===== config.mk =====
export PLATFORM = sky130hd
export DESIGN_NAME = allocator_size_class_mapper
export DESIGN_NICKNAME = d
export VERILOG_FILES = /design/src/rtl/core/ascm_pkg.sv /design/src/rtl/core/ascm_prep.sv /design/src/rtl/core/ascm_match.sv /design/src/rtl/core/ascm_encode.sv /design/src/rtl/core/allocator_size_class_mapper.sv
export SDC_FILE = /design/constraint.sdc
export NUM_CORES = 1
export LEC_CHECK = 0
export BUFFER_PORTS_ARGS = -buffer_cell sky130_fd_sc_hd__buf_2
export CAP_MARGIN = 20
export CORE_UTILIZATION = 30
export DETAILED_ROUTE_END_ITERATION = 7
export HOLD_SLACK_MARGIN = 0.08
export PLACE_DENSITY = 0.45
export SYNTH_ARGS = -nofsm -noshare
export SYNTH_HDL_FRONTEND = slang
export SYNTH_SLANG_ARGS = --single-unit

===== constraint.sdc =====
create_clock -name clk -period 5.1 [get_ports clk]
set_clock_uncertainty 0.05 [all_clocks]
set_input_delay 0.255 -clock clk [delete_from_list [all_inputs] [get_ports clk]]
set_output_delay 0.255 -clock clk [all_outputs]
set_load 0.02 [all_outputs]

===== src/rtl/core/ascm_pkg.sv =====
// Shared types and constants for the allocator size class mapper.
// Holds the class-size ROM, the beat structs and the inter-stage payloads.
// No dependencies.
`default_nettype none

package ascm_pkg;

    localparam int MAX_CLASS_BYTES  = 262144;
    localparam int FINE_RANGE_LIMIT = 1024;
    localparam int CLASS_COUNT      = 85;
    localparam int PAGE_BYTES       = 4096;
    localparam int MIN_ALIGN        = 8;
    localparam int COARSE_STEP      = 128;

    localparam int SIZE_W  = 32;
    localparam int ALIGN_W = 17;
    localparam int CLASS_W = 7;
    // The largest class is a multiple of the coarse step, so a rounded size
    // that passed the range check never exceeds it.
    localparam int NEED_W  = $clog2(MAX_CLASS_BYTES + 1);
    localparam int MASK_W  = $clog2(PAGE_BYTES);

    typedef logic [NEED_W-1:0] need_t;

    localparam need_t CLASS_BYTES [CLASS_COUNT] = '{
        19'd0,      19'd8,      19'd16,     19'd32,     19'd64,
        19'd80,     19'd96,     19'd112,    19'd128,    19'd144,
        19'd160,    19'd176,    19'd192,    19'd208,    19'd224,
        19'd240,    19'd256,    19'd272,    19'd288,    19'd304,
        19'd320,    19'd336,    19'd352,    19'd368,    19'd384,
        19'd400,    19'd416,    19'd448,    19'd480,    19'd512,
        19'd576,    19'd640,    19'd704,    19'd768,    19'd896,
        19'd1024,   19'd1152,   19'd1280,   19'd1408,   19'd1536,
        19'd1792,   19'd2048,   19'd2304,   19'd2688,   19'd2816,
        19'd3200,   19'd3456,   19'd3584,   19'd4096,   19'd4736,
        19'd5376,   19'd6144,   19'd6528,   19'd7168,   19'd8192,
        19'd9472,   19'd10240,  19'd12288,  19'd13568,  19'd14336,
        19'd16384,  19'd20480,  19'd24576,  19'd28672,  19'd32768,
        19'd40960,  19'd49152,  19'd57344,  19'd65536,  19'd73728,
        19'd81920,  19'd90112,  19'd98304,  19'd106496, 19'd114688,
        19'd131072, 19'd139264, 19'd147456, 19'd155648, 19'd172032,
        19'd188416, 19'd204800, 19'd221184, 19'd237568, 19'd262144
    };

    typedef struct packed {
        logic [SIZE_W-1:0]  request_size;
        logic [ALIGN_W-1:0] alignment;
    } req_t;

    typedef struct packed {
        logic [CLASS_W-1:0] class_idx;
        logic               error;
    } rsp_t;

    // Payload after range check and rounding.
    typedef struct packed {
        logic              err;
        need_t             need;
        logic [MASK_W-1:0] mask;
    } prep_t;

    // Payload after the parallel class compare; bit c says class c qualifies.
    typedef struct packed {
        logic                   err;
        logic [CLASS_COUNT-1:0] hits;
    } hit_t;

endpackage

`default_nettype wire


===== src/rtl/core/ascm_prep.sv =====
// First pipeline stage: range checks, alignment mask and request rounding.
// Depends on ascm_pkg.
`default_nettype none

module ascm_prep
    import ascm_pkg::*;
(
    input  wire logic  clk,
    input  wire logic  rst_n,
    input  wire logic  up_valid,
    output logic       up_stall,
    input  wire req_t  up_data,
    output logic       down_valid,
    input  wire logic  down_stall,
    output prep_t      down_data
);

    logic  valid_reg;
    prep_t data_reg;
    prep_t data_next;
    logic  advance;

    logic [ALIGN_W-1:0] align_eff;
    logic [ALIGN_W-1:0] align_mask;
    logic [NEED_W:0]    size_ext;
    logic [NEED_W:0]    fine_sum;
    logic [NEED_W:0]    coarse_sum;
    logic               big_size;

    always_comb
    begin
        align_eff  = (up_data.alignment == '0) ? ALIGN_W'(1) : up_data.alignment;
        align_mask = align_eff - ALIGN_W'(1);
        big_size   = up_data.request_size > SIZE_W'(MAX_CLASS_BYTES);
        // Only the low bits matter once the size has passed the range check.
        size_ext   = up_data.request_size[NEED_W:0];
        fine_sum   = (size_ext + (NEED_W+1)'(MIN_ALIGN - 1))
                     & ~(NEED_W+1)'(MIN_ALIGN - 1);
        coarse_sum = (size_ext + (NEED_W+1)'(COARSE_STEP - 1))
                     & ~(NEED_W+1)'(COARSE_STEP - 1);

        data_next.err  = big_size || (align_eff > ALIGN_W'(PAGE_BYTES));
        data_next.mask = align_mask[MASK_W-1:0];
        if (size_ext <= (NEED_W+1)'(FINE_RANGE_LIMIT))
        begin
            data_next.need = fine_sum[NEED_W-1:0];
        end
        else
        begin
            data_next.need = coarse_sum[NEED_W-1:0];
        end
    end

    assign advance    = !valid_reg || !down_stall;
    assign up_stall   = !advance;
    assign down_valid = valid_reg;
    assign down_data  = data_reg;

    always_ff @(posedge clk or negedge rst_n)
    begin
        if (!rst_n)
        begin
            valid_reg <= 1'b0;
        end
        else if (advance)
        begin
            valid_reg <= up_valid;
        end
    end

    always_ff @(posedge clk)
    begin
        if (advance && up_valid)
        begin
            data_reg <= data_next;
        end
    end

endmodule

`default_nettype wire


===== src/rtl/core/ascm_match.sv =====
// Second pipeline stage: compares the rounded size against every ROM class but
// class zero in parallel and applies the alignment test. Depends on ascm_pkg.
`default_nettype none

module ascm_match
    import ascm_pkg::*;
(
    input  wire logic  clk,
    input  wire logic  rst_n,
    input  wire logic  up_valid,
    output logic       up_stall,
    input  wire prep_t up_data,
    output logic       down_valid,
    input  wire logic  down_stall,
    output hit_t       down_data
);

    logic valid_reg;
    hit_t data_reg;
    hit_t data_next;
    logic advance;

    always_comb
    begin
        data_next.err  = up_data.err;
        data_next.hits = '0;
        // Class zero is the empty entry and never serves a request.
        for (int c = 1; c < CLASS_COUNT; c++)
        begin
            data_next.hits[c] = (CLASS_BYTES[c] >= up_data.need)
                && ((CLASS_BYTES[c][MASK_W-1:0] & up_data.mask) == '0);
        end
    end

    assign advance    = !valid_reg || !down_stall;
    assign up_stall   = !advance;
    assign down_valid = valid_reg;
    assign down_data  = data_reg;

    always_ff @(posedge clk or negedge rst_n)
    begin
        if (!rst_n)
        begin
            valid_reg <= 1'b0;
        end
        else if (advance)
        begin
            valid_reg <= up_valid;
        end
    end

    always_ff @(posedge clk)
    begin
        if (advance && up_valid)
        begin
            data_reg <= data_next;
        end
    end

endmodule

`default_nettype wire


===== src/rtl/core/ascm_encode.sv =====
// Third pipeline stage: priority encoder that picks the lowest qualifying
// class and forms the result beat. Depends on ascm_pkg.
`default_nettype none

module ascm_encode
    import ascm_pkg::*;
(
    input  wire logic clk,
    input  wire logic rst_n,
    input  wire logic up_valid,
    output logic      up_stall,
    input  wire hit_t up_data,
    output logic      down_valid,
    input  wire logic down_stall,
    output rsp_t      down_data
);

    logic               valid_reg;
    rsp_t               data_reg;
    rsp_t               data_next;
    logic               advance;
    logic [CLASS_W-1:0] found;

    always_comb
    begin
        found = '0;
        for (int c = CLASS_COUNT - 1; c >= 1; c--)
        begin
            if (up_data.hits[c])
            begin
                found = CLASS_W'(c);
            end
        end
        if (up_data.err || (found == '0))
        begin
            data_next.error     = 1'b1;
            data_next.class_idx = '0;
        end
        else
        begin
            data_next.error     = 1'b0;
            data_next.class_idx = found;
        end
    end

    assign advance    = !valid_reg || !down_stall;
    assign up_stall   = !advance;
    assign down_valid = valid_reg;
    assign down_data  = data_reg;

    always_ff @(posedge clk or negedge rst_n)
    begin
        if (!rst_n)
        begin
            valid_reg <= 1'b0;
        end
        else if (advance)
        begin
            valid_reg <= up_valid;
        end
    end

    always_ff @(posedge clk)
    begin
        if (advance && up_valid)
        begin
            data_reg <= data_next;
        end
    end

endmodule

`default_nettype wire


===== src/rtl/core/allocator_size_class_mapper.sv =====
// Top level of the allocator size class mapper: three pipeline stages.
// Depends on ascm_pkg, ascm_prep, ascm_match and ascm_encode.
//
//   Channel | Beat  | Handshake            | Payload
//   --------+-------+----------------------+---------------------------------
//   req     | in    | req_valid, req_stall | request_size, alignment
//   rsp     | out   | rsp_valid, rsp_stall | class_idx, error
//
// A request beat passes through the three stage registers in order: range
// check and rounding, the parallel ROM compare, and the priority encoder,
// whose register is the output register. A new beat can be accepted every
// cycle unless a stall on rsp has backed up to req_stall.
// Reset clears only the stage valid bits.
// A stall on rsp fills empty stages first and then backs up to req_stall.
`default_nettype none

module allocator_size_class_mapper
    import ascm_pkg::*;
(
    input  wire logic clk,
    input  wire logic rst_n,
    input  wire logic req_valid,
    output logic      req_stall,
    input  wire req_t req,
    output logic      rsp_valid,
    input  wire logic rsp_stall,
    output rsp_t      rsp
);

    logic  prep_valid;
    logic  prep_stall;
    prep_t prep_data;
    logic  hit_valid;
    logic  hit_stall;
    hit_t  hit_data;

    ascm_prep u_prep (
        .clk        (clk),
        .rst_n      (rst_n),
        .up_valid   (req_valid),
        .up_stall   (req_stall),
        .up_data    (req),
        .down_valid (prep_valid),
        .down_stall (prep_stall),
        .down_data  (prep_data)
    );

    ascm_match u_match (
        .clk        (clk),
        .rst_n      (rst_n),
        .up_valid   (prep_valid),
        .up_stall   (prep_stall),
        .up_data    (prep_data),
        .down_valid (hit_valid),
        .down_stall (hit_stall),
        .down_data  (hit_data)
    );

    ascm_encode u_encode (
        .clk        (clk),
        .rst_n      (rst_n),
        .up_valid   (hit_valid),
        .up_stall   (hit_stall),
        .up_data    (hit_data),
        .down_valid (rsp_valid),
        .down_stall (rsp_stall),
        .down_data  (rsp)
    );

    // A good result always names a real class, and an error never does.
    assert property (@(posedge clk) disable iff (!rst_n)
        rsp_valid && !rsp.error |-> (rsp.class_idx != '0)
            && (rsp.class_idx < CLASS_W'(CLASS_COUNT)))
    else $error("result class out of range");

    assert property (@(posedge clk) disable iff (!rst_n)
        rsp_valid && rsp.error |-> rsp.class_idx == '0)
    else $error("error result carries a class");

    // A request flagged in the compare stage as oversized or over-aligned must come out as an error.
    assert property (@(posedge clk) disable iff (!rst_n)
        hit_valid && !hit_stall && hit_data.err |=> rsp_valid && rsp.error)
    else $error("range error lost in encoder");

    // With every stage empty, the input side cannot be stalled.
    assert property (@(posedge clk) disable iff (!rst_n)
        !prep_valid && !hit_valid && !rsp_valid |-> !req_stall)
    else $error("empty pipeline stalls requests");

endmodule

`default_nettype wire

==> flow_summary.yaml <==
cts:
  cts_tree: "yes"
  clkLatencyLatePin_ns: 0.42
  cts-buffers-inserted: 17
  ctsLongestPathBuffers: 2
  clock-sinks: 122
  htreeDepth: 4
  clkTransAtPathRegs_ns: 0.06
  root_buffer: "clkbuf_16"
synthesis:
  ys_types: 60
  synth-simple-area-share_pct: 22.2
  yosysSeqAreaShare_pct: 54.8
  syn_area_sq_um: 6660
  synth.area.mux_share_pct: 0
  synth_warnings: 0
  synth_edf_count: 119
  syn_inst: 634
  synth_seq_cells: 122
  synth_compound_area_share_pct: 17.5
  synth_top_family_by_area: "simple AND/OR/NAND/NOR gates"
  ys_dominant_reg_cell: "edfxtp_1"
  postSynthNetCount: 687
  synthXorXnorAreaFrac_pct: 2.50
  synth_fa_ha_area_share_pct: 0
  async_flop_share_pct: 2.46
  avgSynthCellArea_sq_um: 10.5
sta:
  max_freq_mhz: 302
  rsz0062_at_grt: "no"
  worst_slew_pin_slew_ns: 1.03
  period_minus_slack_ns: 3.31
  tns_ns: 0
  hold_viol: 0
  slew_viol_final: 0
  min_period_over_period_pct: 64.9
  setup_slack_ns: 1.79
  relSlewSlack_pct: 30.5
  setup_violations: 0
  timing.hold.ws_ns: 0.0975
drt:
  first_iter_violations: 419
  drtPass1Iterations: 5
  routed-via-count: 5244
  drtAntennaViolNets: 0
  routed_wl_um: 17400
  avgRoutedWirePerCell_um: 17.6
  vias_per_cell: 5.31
  drcViolationCount: 0
worst_setup_path:
  critPathRequiredTime_ns: 5.24
  slowest_stage: "edfxtp_1"
  worst_setup_path_start_kind: "flop"
  critPathMostFrequentCell: "or3_1"
  endpoint_kind: "flop"
  arrival_ns: 3.45
  crit_path_max_incr_delay_ns: 0.51
  critPathKind: "reg2reg"
  cp_cell_sequence: "or2_1 -> or3_1 -> or3_1 -> nor3_2 -> nand3b_1 -> a2111oi_0"
  rrSetupSlack_ns: 1.79
  critPathMaxFanout: 11
final_layout:
  area_growth_pct: 18.7
  drive_gt1_share_pct: 15.8
  n_antenna_cell: 0
  nets: 747
  nFillCells: 2121
  fin_cells: 987
  mostFrequentLayoutCells: "119 x edfxtp_1, 62 x buf_2, 61 x nor2_1"
  final_common_cell: "edfxtp_1"
power_and_ir_drop:
  powerDensity_nw_per_um2: 355
  power_uw: 2800
  ir_worst_vdd_mv: 0.201
  leakage_uw: 0.00267
floorplanning:
  rows: 54
  start_util_pct: 30.5
  die_y_um: 151
  die-area_sq_um: 22800
  die_w_um: 151
  io_pins: 63
  core_area_sq_um: 21800
global_route:
  grt_usage_pct: 15.9
  grt.overflow.total: 0
  grt_pass1_vias: 4896
  grt_max_degree: 86
  antenna_found_initial: 0
  grt_pass1_wl_um: 26900
placed_design:
  place_ws_ns: 1.83
  dp_cells: 949
  portBuffers: 62
  place.gp.congestion: 0.820
  dp_hpwl_um: 13200
run_status:
  status: "completed"
flow_run:
  maxCapViolCount: 0
worst_hold_path:
  min_path_type: "in2reg"
[repair_timing]
action / CTS / global route
setup buffers: 0 / 0
gates resized for setup: 0 / 0
hold buffers: 5 / 0
hold endpoints to repair: 7 / 0
[final timing paths]
| path | from | to | depth (start not counted) |
|---|---|---|---|
| worst max-delay path | u_prep.down_data[29]$_DFFE_PP_ | u_match.down_data[14]$_DFFE_PP_ | 6 |
| worst min-delay path | req[2] | u_prep.down_data[3]$_DFFE_PP_ | 3 |
| worst max register to register | u_prep.down_data[29]$_DFFE_PP_ | u_match.down_data[14]$_DFFE_PP_ | 6 |
| worst min register to register | u_prep.down_data[31]$_DFFE_PP_ | u_match.down_data[85]$_DFFE_PP_ | 0 |
| max in group asynchronous | rst_n | u_prep.down_valid$_DFFE_PN0N_ | 2 |
| min in group asynchronous | rst_n | u_match.down_valid$_DFFE_PN0P_ | 2 |
[flip-flops by register name, indices dropped and copies added, names as in the netlist]
name	flops
u_match.down_valid	1
u_prep.down_data	26
u_match.down_data	85
u_encode.down_data	8
u_prep.down_valid	1
u_encode.down_valid	1
[report_power, final]
group	internal, uW	switching, uW
clock network	810	433
logic	102	156
registers	1200	104
[kinds of logic (layout without fill, tap and decap cells)]
| family | count (synthesis) | after routing |
|---|---|---|
| and+or+nand+nor | 272 | 272 |
| AOI/OAI and AO/OA | 170 | 170 |
| buffers and inverters | 51 | 124 |
| DFF | 122 | 122 |
| xor gates and xnor gates | 19 | 19 |
[area by class of cell]
class / count / area (sq um) / share of cell area (%)
Sequential cell: 122 / 3650 / 46.2
Tap cell: 280 / 350 / 4.43
Multi-Input combinational cell: 461 / 2810 / 35.6
Clock buffer: 18 / 429 / 5.43
Timing Repair Buffer: 70 / 403 / 5.10
Clock inverter: 14 / 179 / 2.26
Inverter: 22 / 82.6 / 1.04
[critical path: cells and delay by family (launching register included)]
kind,cells,cell delay (ns)
flip-flops,1,0.51
AND/OR/NAND/NOR,5,2.03
AO/OA/AOI/OAI,1,0.49
[metal layers]
layer / up-vias / track usage, % / part of all wire [%]
li1: 2615 / - / -
met1: 2441 / 22.8 / 51
met2: 174 / 23.8 / 43
met3: 14 / 3.34 / 4.2
met4: 0 / 5.00 / 1.5
met5: - / 0 / 0
[metrics by stage]
stage	instance area, sq um	utilization (%)
CTS	7880	36.1
finish	7900	36.2
global route	7900	36.2
global placement	7210	33.0
detailed placement	7220	33.1
floorplan	6660	-
[cell usage after synthesis, types with 3 or more instances]
master | count | area share, %
o21a_1 | 10 | 1.1
xor2_1 | 9 | 1.2
or3_1 | 19 | 1.8
nand2_1 | 26 | 1.5
o2111ai_1 | 3 | 0.39
a311oi_2 | 3 | 0.68
xnor2_1 | 10 | 1.3
nand2b_1 | 16 | 1.5
nor3_1 | 30 | 2.3
o31ai_1 | 7 | 0.79
nor2_1 | 61 | 3.4
a2111oi_0 | 12 | 1.6
nor4_1 | 43 | 4.0
a31oi_1 | 10 | 0.94
o21ai_0 | 27 | 2.0
buf_1 | 4 | 0.23
nand3_1 | 13 | 0.98
o21bai_1 | 4 | 0.45
inv_1 | 22 | 1.2
edfxtp_1 | 119 | 54
dfrtp_1 | 3 | 1.1
nand4_1 | 6 | 0.56
a21boi_0 | 4 | 0.45
o41ai_1 | 3 | 0.39
or4_1 | 11 | 1.2
or2_2 | 8 | 0.75
o211ai_1 | 3 | 0.34
a211oi_1 | 11 | 1.2
a21o_1 | 11 | 1.2
clkbuf_1 | 22 | 1.2
a21oi_1 | 44 | 3.3
nor2b_1 | 7 | 0.66
and2_1 | 8 | 0.75
and3_1 | 11 | 1.0
No activity file was read; power rests on OpenSTA's default activity.
